## config.mk

```make
export PLATFORM = sky130hd
export DESIGN_NAME = theta_phase_stim_predictor_top_flat
export DESIGN_NICKNAME = d
export VERILOG_FILES = /design/src/hdl/tpsp_pkg.sv /design/src/hdl/tpsp_stream_if.sv /design/src/hdl/tpsp_sorter.sv /design/src/hdl/tpsp_predictor.sv /design/src/hdl/theta_phase_stim_predictor_top.sv /design/src/flat_wrapper.sv
export SDC_FILE = /design/constraint.sdc
export NUM_CORES = 2
export LEC_CHECK = 0
export BUFFER_PORTS_ARGS = -buffer_cell sky130_fd_sc_hd__clkbuf_2
export CORE_UTILIZATION = 34
export DETAILED_ROUTE_END_ITERATION = 16
export GPL_TIMING_DRIVEN = 0
export PLACE_DENSITY_LB_ADDON = 0.1
export RECOVER_POWER = 100
export REMOVE_ABC_BUFFERS = 1
export SLEW_MARGIN = 5
export SYNTH_ARGS = -nofsm -noshare
export SYNTH_HDL_FRONTEND = slang
export SYNTH_SLANG_ARGS = --single-unit
```

## constraint.sdc

```tcl
create_clock -name clk -period 10.28 [get_ports clk]
set_input_delay 2.056 -clock clk [delete_from_list [all_inputs] [get_ports clk]]
set_output_delay 2.056 -clock clk [all_outputs]
set_load 0.005 [all_outputs]
```

## src/hdl/tpsp_pkg.sv

```systemverilog
// Shared types, sizes and codes for the theta-phase stimulation predictor.
// Used by the stream interfaces, the sort unit, the predictor and the top level.
package tpsp_pkg;

	// Sizes
	localparam int Window   = 15;
	localparam int TimeBits = 32;
	localparam int SampleW  = 16;
	localparam int MidIdx   = (Window - 1) / 2;
	localparam int PtrW     = $clog2(Window);
	localparam int GapW     = TimeBits + 2;
	localparam int CfgIdxW  = 3;
	localparam int CfgDataW = 16;

	typedef logic signed [SampleW-1:0] sample_t;
	typedef logic signed [SampleW:0]   sdiff_t;
	typedef logic [TimeBits-1:0]       time_t;
	typedef logic signed [GapW-1:0]    gap_t;
	typedef logic [PtrW-1:0]           ptr_t;

	// Configuration register indexes
	localparam logic [CfgIdxW-1:0] REG_TARGET_MODE   = 3'd0;
	localparam logic [CfgIdxW-1:0] REG_AMP_THRESHOLD = 3'd1;
	localparam logic [CfgIdxW-1:0] REG_STIM_DURATION = 3'd2;
	localparam logic [CfgIdxW-1:0] REG_FULL_CYCLE    = 3'd3;
	localparam logic [CfgIdxW-1:0] REG_QUARTER_CYCLE = 3'd4;
	localparam logic [CfgIdxW-1:0] REG_STIM_DELAY    = 3'd5;
	localparam logic [CfgIdxW-1:0] REG_MATCH_WINDOW  = 3'd6;

	typedef struct packed {
		logic        target_mode;
		logic [15:0] amplitude_threshold;
		logic [15:0] stim_duration;
		logic [15:0] full_cycle;
		logic [15:0] quarter_cycle;
		logic [15:0] stim_delay;
		logic [7:0]  match_window;
	} cfg_t;

	typedef enum logic [1:0] {
		SLOPE_ZERO = 2'b00,
		SLOPE_POS  = 2'b01,
		SLOPE_NEG  = 2'b11
	} slope_t;

	typedef enum logic [1:0] {
		SRT_IDLE,
		SRT_DEL,
		SRT_INS
	} srt_state_t;

	typedef enum logic [2:0] {
		PS_NONE,
		PS_REFR,
		PS_SEARCH,
		PS_EXTR,
		PS_PRED,
		PS_DIFF,
		PS_MATCH
	} pred_step_t;

	typedef enum logic [3:0] {
		ST_IDLE,
		ST_LOAD,
		ST_SORT,
		ST_REFR,
		ST_SEARCH,
		ST_EXTR,
		ST_PRED,
		ST_DIFF,
		ST_MATCH,
		ST_DONE
	} seq_state_t;

	// Sort unit command and status
	typedef struct packed {
		logic    start;
		sample_t old_val;
		sample_t new_val;
	} srt_cmd_t;

	typedef struct packed {
		logic    done;
		sample_t median;
	} srt_stat_t;

	// Predictor command from the sequencer
	typedef struct packed {
		pred_step_t step;
		sample_t    sample;
		sample_t    median;
		slope_t     slope;
		slope_t     prev_slope;
		time_t      now;
	} pred_cmd_t;

endpackage

```

## src/hdl/tpsp_stream_if.sv

```systemverilog
// Valid/ready stream interfaces for samples in and results out.
// Depends on tpsp_pkg for the payload types.
interface tpsp_sample_if;
	import tpsp_pkg::*;

	logic    valid;
	logic    ready;
	sample_t sample;

	modport source (output valid, output sample, input ready);
	modport sink (input valid, input sample, output ready);
endinterface

interface tpsp_result_if;
	import tpsp_pkg::*;

	logic    valid;
	logic    ready;
	logic    stimulate;
	sample_t median_level;

	modport source (output valid, output stimulate, output median_level, input ready);
	modport sink (input valid, input stimulate, input median_level, output ready);
endinterface

```

## src/hdl/tpsp_sorter.sv

```systemverilog
// Sorted copy of the sample window, updated by removing the oldest sample and
// inserting the newest with one shared comparator. Depends on tpsp_pkg.
module tpsp_sorter (
	input  logic                 clk,
	input  logic                 arst_n,
	input  tpsp_pkg::srt_cmd_t   cmd,
	output tpsp_pkg::srt_stat_t  stat
);
	import tpsp_pkg::*;

	srt_state_t state_q, state_d;
	sample_t    sorted_q [Window];
	ptr_t       ptr_q;
	sample_t    del_key_q;
	sample_t    ins_key_q;
	logic       done_q;

	// Shared comparator on the entry under the scan pointer.
	sample_t cur;
	sample_t key;
	logic    hit_eq;
	logic    hit_gt;
	logic    at_last;
	logic    del_found;
	logic    ins_place;

	assign cur       = sorted_q[ptr_q];
	assign key       = (state_q == SRT_DEL) ? del_key_q : ins_key_q;
	assign hit_eq    = (cur == key);
	assign hit_gt    = (cur > key);
	assign at_last   = (ptr_q == PtrW'(Window - 1));
	assign del_found = hit_eq || at_last;
	assign ins_place = hit_gt || at_last;

	// Next state.
	always_comb begin
		state_d = state_q;
		case (state_q)
			SRT_IDLE: begin
				if (cmd.start) state_d = SRT_DEL;
			end
			SRT_DEL: begin
				if (del_found) state_d = SRT_INS;
			end
			SRT_INS: begin
				if (ins_place) state_d = SRT_IDLE;
			end
			default: state_d = SRT_IDLE;
		endcase
	end

	// Status outputs.
	always_comb begin
		stat.done   = done_q;
		stat.median = sorted_q[MidIdx];
	end

	always_ff @(posedge clk or negedge arst_n) begin
		if (!arst_n) begin
			state_q <= SRT_IDLE;
			done_q  <= 1'b0;
		end else begin
			state_q <= state_d;
			done_q  <= (state_q == SRT_INS) && ins_place;
		end
	end

	// Scan pointer and keys.
	always_ff @(posedge clk) begin
		if (state_q == SRT_IDLE && cmd.start) begin
			del_key_q <= cmd.old_val;
			ins_key_q <= cmd.new_val;
			ptr_q     <= '0;
		end else if (state_q == SRT_DEL) begin
			ptr_q <= del_found ? '0 : ptr_q + 1'b1;
		end else if (state_q == SRT_INS && !ins_place) begin
			ptr_q <= ptr_q + 1'b1;
		end
	end

	// Sorted array: close the gap on delete, open one on insert.
	always_ff @(posedge clk or negedge arst_n) begin
		if (!arst_n) begin
			for (int p = 0; p < Window; p++) sorted_q[p] <= '0;
		end else if (state_q == SRT_DEL && del_found) begin
			for (int p = 0; p < Window - 1; p++) begin
				if (PtrW'(p) >= ptr_q) sorted_q[p] <= sorted_q[p+1];
			end
		end else if (state_q == SRT_INS && ins_place) begin
			for (int p = 1; p < Window; p++) begin
				if (PtrW'(p) > ptr_q) sorted_q[p] <= sorted_q[p-1];
			end
			sorted_q[ptr_q] <= ins_key_q;
		end
	end

endmodule

```

## src/hdl/tpsp_predictor.sv

```systemverilog
// Phase tracking, extremum qualification, stimulation prediction and match.
// Works one step per cycle as told by the sequencer. Depends on tpsp_pkg.
module tpsp_predictor (
	input  logic                clk,
	input  logic                arst_n,
	input  tpsp_pkg::cfg_t      cfg,
	input  tpsp_pkg::pred_cmd_t cmd,
	output logic                stim
);
	import tpsp_pkg::*;

	// Persistent tracking state.
	logic    searching_q;
	logic    refractory_q;
	time_t   search_start_q;
	time_t   last_stim_q;
	time_t   predicted_q;
	sample_t last_peak_q;
	sample_t last_trough_q;

	// Intermediate results between steps.
	time_t since_stim_q;
	time_t since_search_q;
	time_t now_less_delay_q;
	time_t dist_q;
	logic  gap_ok_q;
	logic  mag_ok_q;
	logic  qual_q;

	time_t  since_stim;
	time_t  since_search;
	gap_t   gap;
	logic   gap_ok;
	sdiff_t diff;
	logic [SampleW:0] mag;
	logic   mag_ok;
	logic   start_cond;
	logic   turn;
	time_t  pred;
	time_t  dist_abs;
	logic   match;

	// Elapsed times and the gap against the minimum cycle.
	assign since_stim   = cmd.now - last_stim_q;
	assign since_search = cmd.now - search_start_q;
	assign gap          = gap_t'(since_stim_q) - gap_t'(cfg.stim_delay);
	assign gap_ok       = (gap >= gap_t'(cfg.full_cycle));

	// Distance of the sample from the median.
	assign diff   = sdiff_t'(cmd.sample) - sdiff_t'(cmd.median);
	assign mag    = diff[SampleW] ? (SampleW+1)'(-diff) : (SampleW+1)'(diff);
	assign mag_ok = (mag >= (SampleW+1)'(cfg.amplitude_threshold));

	// Median crossing against the target phase.
	assign start_cond = cfg.target_mode
		? ((cmd.sample > cmd.median) && (cmd.slope == SLOPE_POS))
		: ((cmd.sample < cmd.median) && (cmd.slope == SLOPE_NEG));

	assign turn = (cmd.slope != cmd.prev_slope) && (cmd.slope != SLOPE_ZERO);

	assign pred     = now_less_delay_q + (since_search_q << 1);
	assign dist_abs = dist_q[TimeBits-1] ? -dist_q : dist_q;
	assign match    = (dist_abs <= time_t'(cfg.match_window));

	assign stim = refractory_q;

	always_ff @(posedge clk) begin
		case (cmd.step)
			PS_REFR: begin
				since_stim_q <= since_stim;
			end
			PS_SEARCH: begin
				gap_ok_q         <= gap_ok;
				mag_ok_q         <= mag_ok;
				now_less_delay_q <= cmd.now - time_t'(cfg.stim_delay);
			end
			PS_EXTR: begin
				since_search_q <= since_search;
				qual_q <= searching_q && turn && mag_ok_q && gap_ok_q &&
					(since_search >= time_t'(cfg.quarter_cycle));
			end
			PS_DIFF: begin
				dist_q <= predicted_q - cmd.now;
			end
			default: begin
			end
		endcase
	end

	always_ff @(posedge clk or negedge arst_n) begin
		if (!arst_n) begin
			searching_q    <= 1'b0;
			refractory_q   <= 1'b0;
			search_start_q <= '0;
			last_stim_q    <= '0;
			predicted_q    <= '0;
			last_peak_q    <= '0;
			last_trough_q  <= '0;
		end else begin
			case (cmd.step)
				// End of the refractory period.
				PS_REFR: begin
					if (refractory_q && since_stim > time_t'(cfg.stim_duration))
						refractory_q <= 1'b0;
				end
				// Start a search at a crossing against the target phase.
				PS_SEARCH: begin
					if (!searching_q && !refractory_q && start_cond) begin
						searching_q    <= 1'b1;
						search_start_q <= cmd.now;
					end
				end
				// Qualified extremum: track levels, predict on the tracked kind.
				PS_PRED: begin
					if (qual_q) begin
						if (cmd.slope == SLOPE_NEG) begin
							if (cfg.target_mode && cmd.sample > last_peak_q)
								predicted_q <= pred;
							last_peak_q <= cmd.sample;
						end else begin
							if (!cfg.target_mode && cmd.sample < last_trough_q)
								predicted_q <= pred;
							last_trough_q <= cmd.sample;
						end
					end
				end
				// Fire when the tick lies within the window of the prediction.
				PS_MATCH: begin
					if (!refractory_q && match) begin
						searching_q   <= 1'b0;
						refractory_q  <= 1'b1;
						last_stim_q   <= cmd.now;
						last_peak_q   <= cmd.median;
						last_trough_q <= cmd.median;
					end
				end
				default: begin
				end
			endcase
		end
	end

endmodule

```

## src/hdl/theta_phase_stim_predictor_top.sv

```systemverilog
// Theta-phase stimulation predictor. Takes one signed sample per transaction and
// returns one result per sample: the stimulate flag and the running median of the
// last 15 samples (0 and no stimulation while the first 15 samples fill the window).
// Samples are handled one at a time: ready is high only while the block is idle. Once the
// window is full, the spacing of consecutive samples is set by the two scans of one shared
// comparator through the sorted window (removing the oldest sample, then placing the
// newest) plus the load state, the sort hand-off, six predictor steps, the hand-off to the
// output register and the idle state. While the window fills, the predictor steps are
// skipped. A finished result waits in an output register, so the next sample is taken even
// while it is not yet read; only a result still unread when the next one is ready stalls.
// Depends on tpsp_pkg, the stream interfaces, tpsp_sorter and tpsp_predictor.
module theta_phase_stim_predictor_top (
	input  logic                            clk,
	input  logic                            arst_n,
	tpsp_sample_if.sink                     samples,
	tpsp_result_if.source                   results,
	input  logic                            cfg_we,
	input  logic [tpsp_pkg::CfgIdxW-1:0]    cfg_index,
	input  logic [tpsp_pkg::CfgDataW-1:0]   cfg_data
);
	import tpsp_pkg::*;

	cfg_t       cfg_q;
	seq_state_t state_q, state_d;

	// Window store and per-item registers.
	sample_t win_mem [Window];
	sample_t rd_q;
	ptr_t    wr_pos_q;
	logic    filled_q;
	logic    fill_only_q;
	sample_t sample_q;
	slope_t  slope_q;
	sample_t prev_sample_q;
	slope_t  prev_slope_q;
	time_t   tick_q;
	sample_t med_q;

	// Output register.
	logic    out_valid_q;
	logic    out_stim_q;
	sample_t out_med_q;

	logic       in_acc;
	logic       out_free;
	logic       in_ready;
	sdiff_t     step_diff;
	slope_t     slope_new;
	srt_cmd_t   srt_cmd;
	srt_stat_t  srt_stat;
	pred_cmd_t  pred_cmd;
	pred_step_t pred_step;
	logic       pred_stim;

	assign in_acc   = samples.valid && in_ready;
	assign out_free = !out_valid_q || results.ready;

	// Sign of the step from the previous sample.
	assign step_diff = sdiff_t'(samples.sample) - sdiff_t'(prev_sample_q);
	assign slope_new = (step_diff == '0) ? SLOPE_ZERO :
		(step_diff[SampleW] ? SLOPE_NEG : SLOPE_POS);

	// Configuration writes; unknown indexes are dropped.
	always_ff @(posedge clk or negedge arst_n) begin
		if (!arst_n) begin
			cfg_q.target_mode         <= 1'b0;
			cfg_q.amplitude_threshold <= 16'd0;
			cfg_q.stim_duration       <= 16'd100;
			cfg_q.full_cycle          <= 16'd125;
			cfg_q.quarter_cycle       <= 16'd31;
			cfg_q.stim_delay          <= 16'd0;
			cfg_q.match_window        <= 8'd2;
		end else if (cfg_we) begin
			case (cfg_index)
				REG_TARGET_MODE:   cfg_q.target_mode         <= cfg_data[0];
				REG_AMP_THRESHOLD: cfg_q.amplitude_threshold <= cfg_data[15:0];
				REG_STIM_DURATION: cfg_q.stim_duration       <= cfg_data[15:0];
				REG_FULL_CYCLE:    cfg_q.full_cycle          <= cfg_data[15:0];
				REG_QUARTER_CYCLE: cfg_q.quarter_cycle       <= cfg_data[15:0];
				REG_STIM_DELAY:    cfg_q.stim_delay          <= cfg_data[15:0];
				REG_MATCH_WINDOW:  cfg_q.match_window        <= cfg_data[7:0];
				default: begin
				end
			endcase
		end
	end

	// Sequencer next state.
	always_comb begin
		state_d = state_q;
		case (state_q)
			ST_IDLE: begin
				if (samples.valid) state_d = ST_LOAD;
			end
			ST_LOAD:   state_d = ST_SORT;
			ST_SORT: begin
				if (srt_stat.done) state_d = fill_only_q ? ST_DONE : ST_REFR;
			end
			ST_REFR:   state_d = ST_SEARCH;
			ST_SEARCH: state_d = ST_EXTR;
			ST_EXTR:   state_d = ST_PRED;
			ST_PRED:   state_d = ST_DIFF;
			ST_DIFF:   state_d = ST_MATCH;
			ST_MATCH:  state_d = ST_DONE;
			ST_DONE: begin
				if (out_free) state_d = ST_IDLE;
			end
			default:   state_d = ST_IDLE;
		endcase
	end

	// Sequencer outputs.
	always_comb begin
		in_ready  = (state_q == ST_IDLE);
		pred_step = PS_NONE;
		case (state_q)
			ST_REFR:   pred_step = PS_REFR;
			ST_SEARCH: pred_step = PS_SEARCH;
			ST_EXTR:   pred_step = PS_EXTR;
			ST_PRED:   pred_step = PS_PRED;
			ST_DIFF:   pred_step = PS_DIFF;
			ST_MATCH:  pred_step = PS_MATCH;
			default:   pred_step = PS_NONE;
		endcase
	end

	always_ff @(posedge clk or negedge arst_n) begin
		if (!arst_n) state_q <= ST_IDLE;
		else         state_q <= state_d;
	end

	// Window store: read the oldest entry and overwrite it in one access.
	always_ff @(posedge clk) begin
		if (in_acc) begin
			rd_q              <= win_mem[wr_pos_q];
			win_mem[wr_pos_q] <= samples.sample;
		end
	end

	// Per-item capture.
	always_ff @(posedge clk) begin
		if (in_acc) begin
			sample_q <= samples.sample;
			slope_q  <= slope_new;
		end
		if (state_q == ST_SORT && srt_stat.done)
			med_q <= fill_only_q ? '0 : srt_stat.median;
	end

	// Write position, fill tracking and history.
	always_ff @(posedge clk or negedge arst_n) begin
		if (!arst_n) begin
			wr_pos_q      <= '0;
			filled_q      <= 1'b0;
			fill_only_q   <= 1'b1;
			prev_sample_q <= '0;
			prev_slope_q  <= SLOPE_ZERO;
			tick_q        <= '0;
		end else begin
			if (in_acc) begin
				fill_only_q <= !filled_q;
				if (wr_pos_q == PtrW'(Window - 1)) begin
					wr_pos_q <= '0;
					filled_q <= 1'b1;
				end else begin
					wr_pos_q <= wr_pos_q + 1'b1;
				end
			end
			if (state_q == ST_DONE && out_free) begin
				prev_sample_q <= sample_q;
				prev_slope_q  <= slope_q;
				tick_q        <= tick_q + 1'b1;
			end
		end
	end

	// Sort unit command: before the window is full the replaced entry is zero.
	always_comb begin
		srt_cmd.start   = (state_q == ST_LOAD);
		srt_cmd.old_val = fill_only_q ? '0 : rd_q;
		srt_cmd.new_val = sample_q;
	end

	tpsp_sorter u_sorter (
		.clk    (clk),
		.arst_n (arst_n),
		.cmd    (srt_cmd),
		.stat   (srt_stat)
	);

	always_comb begin
		pred_cmd.step       = pred_step;
		pred_cmd.sample     = sample_q;
		pred_cmd.median     = med_q;
		pred_cmd.slope      = slope_q;
		pred_cmd.prev_slope = prev_slope_q;
		pred_cmd.now        = tick_q;
	end

	tpsp_predictor u_predictor (
		.clk    (clk),
		.arst_n (arst_n),
		.cfg    (cfg_q),
		.cmd    (pred_cmd),
		.stim   (pred_stim)
	);

	// Result register.
	always_ff @(posedge clk or negedge arst_n) begin
		if (!arst_n) begin
			out_valid_q <= 1'b0;
		end else if (state_q == ST_DONE && out_free) begin
			out_valid_q <= 1'b1;
		end else if (results.ready) begin
			out_valid_q <= 1'b0;
		end
	end

	always_ff @(posedge clk) begin
		if (state_q == ST_DONE && out_free) begin
			out_stim_q <= fill_only_q ? 1'b0 : pred_stim;
			out_med_q  <= med_q;
		end
	end

	assign samples.ready        = in_ready;
	assign results.valid        = out_valid_q;
	assign results.stimulate    = out_stim_q;
	assign results.median_level = out_med_q;

endmodule

```

## src/flat_wrapper.sv

```systemverilog
// flat-port wrapper written by rule: the top's interface ports become plain ports
module theta_phase_stim_predictor_top_flat import tpsp_pkg::*;
  (clk, arst_n, cfg_we, cfg_index, cfg_data, samples_valid, samples_sample, samples_ready, results_valid, results_stimulate, results_median_level, results_ready);
  tpsp_sample_if samples_i ();
  tpsp_result_if results_i ();
  input  logic clk;
  input  logic arst_n;
  input  logic cfg_we;
  input  logic [tpsp_pkg::CfgIdxW-1:0] cfg_index;
  input  logic [tpsp_pkg::CfgDataW-1:0] cfg_data;
  input wire logic [$bits(samples_i.valid)-1:0] samples_valid;
  input wire logic [$bits(samples_i.sample)-1:0] samples_sample;
  output wire logic [$bits(samples_i.ready)-1:0] samples_ready;
  output wire logic [$bits(results_i.valid)-1:0] results_valid;
  output wire logic [$bits(results_i.stimulate)-1:0] results_stimulate;
  output wire logic [$bits(results_i.median_level)-1:0] results_median_level;
  input wire logic [$bits(results_i.ready)-1:0] results_ready;
  assign samples_i.valid = samples_valid;
  assign samples_i.sample = samples_sample;
  assign samples_ready = samples_i.ready;
  assign results_valid = results_i.valid;
  assign results_stimulate = results_i.stimulate;
  assign results_median_level = results_i.median_level;
  assign results_i.ready = results_ready;
  theta_phase_stim_predictor_top u_core (.clk(clk), .arst_n(arst_n), .samples(samples_i), .results(results_i), .cfg_we(cfg_we), .cfg_index(cfg_index), .cfg_data(cfg_data));
endmodule
```

==> flow_metrics.env <==
export IMPL_die_h_um=408
export IMPL_portBuffers=58
export IMPL_min_path_cells=1
export IMPL_clk_latency_ns=0.79
export IMPL_worstSetupPathType="register to register"
export IMPL_hp_start="u_core.filled_q"
export IMPL_ant_nets=0
export IMPL_syn_area_um2=56100
export IMPL_grt_usage_pct=20.5
export IMPL_setup_tns_ns=0
export IMPL_status="complete, but fails checks"
export IMPL_skew_ns=0.0952
export IMPL_cts_path_max_buffers=3
export IMPL_drive_gt1_share_pct=10.9
export IMPL_drc=0
export IMPL_syn_area_per_cell_um2=10.6
export IMPL_grt_max_degree=94
export IMPL_first_iter_violations=3442
export IMPL_initial_utilization_pct=34.4
export IMPL_hold_end="u_core.fill_only_q"
export IMPL_grt_pass1_vias=40027
export IMPL_syn_to_final_growth_pct=13.0
export IMPL_async_reset_ff_share_pct=52.5
export IMPL_max_slew_worst_pin_slew_ns=5.50
export IMPL_cts_max_level=3
export IMPL_r2r_end="u_core.u_sorter.sorted_q[214]"
export IMPL_synth_cell_types=82
export IMPL_cp_slowest_stage_delay_ns=1.93
export IMPL_final_common_cell="dfrtp_1"
export IMPL_finalCritPeriodShare_pct=92.1
export IMPL_gp_congestion=0.828
export IMPL_cts_root_buffer="clkbuf_16"
export IMPL_path_clk_slew_ns=0.07
export IMPL_synthFlopType="dfrtp_1"
export IMPL_hold_viol=0
export IMPL_ys_seq_elements=996
export IMPL_p_leak_nw=24.6
export IMPL_wl_per_cell_um=22.8
export IMPL_core_area_um2=163000
export IMPL_final_nets=5649
export IMPL_grt_pass1_wl_mm=263
export IMPL_layout_common_cells="dfrtp_1 (504), edfxtp_1 (469), a21oi_1 (428)"
export IMPL_critPathLaunchType="register"
export IMPL_slowest_stage="a211oi_1"
export IMPL_diodes=0
export IMPL_clock_sinks=996
export IMPL_power_total_mw=16.1
export IMPL_r2r_start="u_core.u_sorter.ptr_q[0]"
export IMPL_wl_mm=172
export IMPL_reg2reg_depth=19
export IMPL_ff2ff_setup_slack_ns=0.81
export IMPL_fmax_mhz=106
export IMPL_grt_antenna_before_repair=8
export IMPL_die_area_um2=167000
export IMPL_cp_top_family="compound AO/OA/AOI/OAI gates"
export IMPL_tritoncts="done"
export IMPL_maxSlewViolCount=685
export IMPL_crit_path_cell_trace="inv_1, nor2_4, nand2_1, o211ai_1, o21ai_0, a21oi_1, ha_1, nand4_1, nor3_1, nand4_1, o21ai_0, a21oi_1, o21ai_4, buf_16, buf_12, clkinv_1, a211oi_1, buf_16, mux2_2"
export IMPL_synth_edf_count=469
export IMPL_violations="capacitance limit, slew limit"
export IMPL_peakVddDrop_v=0.000147
export IMPL_max_slew_margin_pct=-267
export IMPL_via_per_inst=5.40
export IMPL_crit_fanout=43
export IMPL_ios=59
export IMPL_crit_buf_inv=5
export IMPL_final_cells=7572
export IMPL_place_inst=7340
export IMPL_vias=40881
export IMPL_ctsHoldBuffers=0
export IMPL_cts_resized=0
export IMPL_power_density_nw_per_um2=253
export IMPL_cts_made_buffers=121
export IMPL_seq_area_frac_synth_pct=48.6
export IMPL_dp_hpwl_mm=120
export IMPL_first_pass_iters=6
export IMPL_synthCells=5273
export IMPL_num_rows=148
export IMPL_finalSetupViolCount=0
export IMPL_crit_path_end_kind="register"
export IMPL_cp_data_arrival_time_ns=10.13
export IMPL_min_period_ns=9.47
export IMPL_drv_cap=23
export IMPL_yosysWarnings=0
export IMPL_overflow=0
export IMPL_post_cts_setup_buffers=0
export IMPL_fin_hold_ws_ns=0.434
export IMPL_rsz0062_at_grt="false"
export IMPL_required_ns=10.94
export IMPL_hold_path_class="register to register"
export IMPL_die_w_um=408
-- power by group --
part | leakage, nW | switching (mW) | internal (mW)
Sequential | 11.1 | 0.704 | 4.99
Combinational | 11.5 | 3.52 | 2.46
Clock | 1.97 | 1.84 | 2.54
-- cell type report --
class	count	area [um^2]
inverter	323	1210
multi-input combinational	3688	26700
timing repair buffer	158	1380
clock inverter	66	756
fill	16143	99900
clock buffer	166	3310
sequential	996	27300
tap	2175	2720
-- worst max path at each step --
| stage | depth (start not counted) | slack, ns | endpoint | start |
|---|---|---|---|---|
| floorplan | 15 | -6.54 | u_core.u_sorter.sorted_q[192] | u_core.u_sorter.ptr_q[0] |
| global placement | 16 | -26.62 | u_core.u_sorter.sorted_q[177] | u_core.u_sorter.ptr_q[0] |
| detailed placement | 19 | 1.58 | u_core.u_sorter.sorted_q[30] | u_core.u_sorter.ptr_q[0] |
| CTS | 19 | 1.54 | u_core.u_sorter.sorted_q[31] | u_core.u_sorter.ptr_q[0] |
| global route | 19 | 0.66 | u_core.u_sorter.sorted_q[214] | u_core.u_sorter.ptr_q[0] |
| finish | 19 | 0.81 | u_core.u_sorter.sorted_q[214] | u_core.u_sorter.ptr_q[0] |
-- layer usage --
layer	track usage, %	wire length [um]
met1	31.0	84800
met2	31.0	75600
met3	2.58	8620
met4	4.89	3430
met5	0	26
-- state kept, by name (all words and copies together) (netlist names), 31 cells and up --
name                                 count
u_core.u_predictor.now_less_delay_q     32
u_core.u_predictor.since_stim_q         32
u_core.u_sorter.sorted_q               224
u_core.u_predictor.predicted_q          32
u_core.win_mem                         240
u_core.cfg_q                            89
u_core.tick_q                           32
u_core.u_predictor.since_search_q       31
u_core.u_predictor.dist_q               32
u_core.u_predictor.last_stim_q          32
u_core.u_predictor.search_start_q       32
-- synthesized netlist by cell type (17+ instances only) --
cell type / n / area [um^2]
a21o_1: 84 / 631
inv_1: 319 / 1200
and3_1: 28 / 175
nand4_1: 43 / 269
o21a_1: 37 / 278
nand2b_1: 48 / 300
a21oi_1: 433 / 2170
nor2_1: 382 / 1430
mux2i_1: 184 / 1840
buf_1: 36 / 135
a22oi_1: 229 / 1720
o31ai_1: 18 / 135
o21bai_1: 19 / 143
a31oi_1: 29 / 181
clkbuf_1: 220 / 826
dfrtp_1: 507 / 12700
xor2_1: 66 / 578
mux4_2: 91 / 2050
ha_1: 313 / 3920
o211ai_1: 18 / 135
mux2_2: 175 / 1970
a211oi_1: 33 / 248
nand2_1: 406 / 1520
nor2b_1: 86 / 538
o21ai_0: 389 / 1950
and2_1: 17 / 106
nor3_1: 72 / 360
nor4_1: 25 / 156
edfxtp_1: 469 / 14100
xnor2_1: 165 / 1450
nand3_1: 75 / 375
-- cell families after synthesis --
kind of cell             synth area share [%]
buffers and inverters                    4.02
AO/OA/AOI/OAI                            15.6
multiplexers                             10.5
AND/OR/NAND/NOR                          10.5
XOR/XNOR                                 3.61
adder cells (fa/ha/maj)                  7.27
flip-flops                               48.6
-- worst reg2reg max path, cell delays in order (launching register included) --
cell	delay (ns)
dfxtp_4	0.89
inv_1	0.68
nor2_4	0.86
nand2_1	0.13
o211ai_1	0.12
o21ai_0	0.32
a21oi_1	0.48
ha_1	0.30
nand4_1	0.15
nor3_1	0.61
nand4_1	0.32
o21ai_0	0.30
a21oi_1	0.28
o21ai_4	0.59
buf_16	0.25
buf_12	0.21
clkinv_1	0.36
a211oi_1	1.94
buf_16	0.22
mux2_2	0.36
-- through the flow --
stage          util, %  instance area (um^2)  setup WS [ns]
3_3_place_gp      35.6                 58100         -26.62
3_5_place_dp      36.9                 60200           1.58
5_1_grt           38.8                 63400          0.659
2_1_floorplan        -                 55100          -6.54
4_1_cts           39.4                 64300           1.54
6_report          38.8                 63400          0.809
Power figures use the tool's default switching activity.
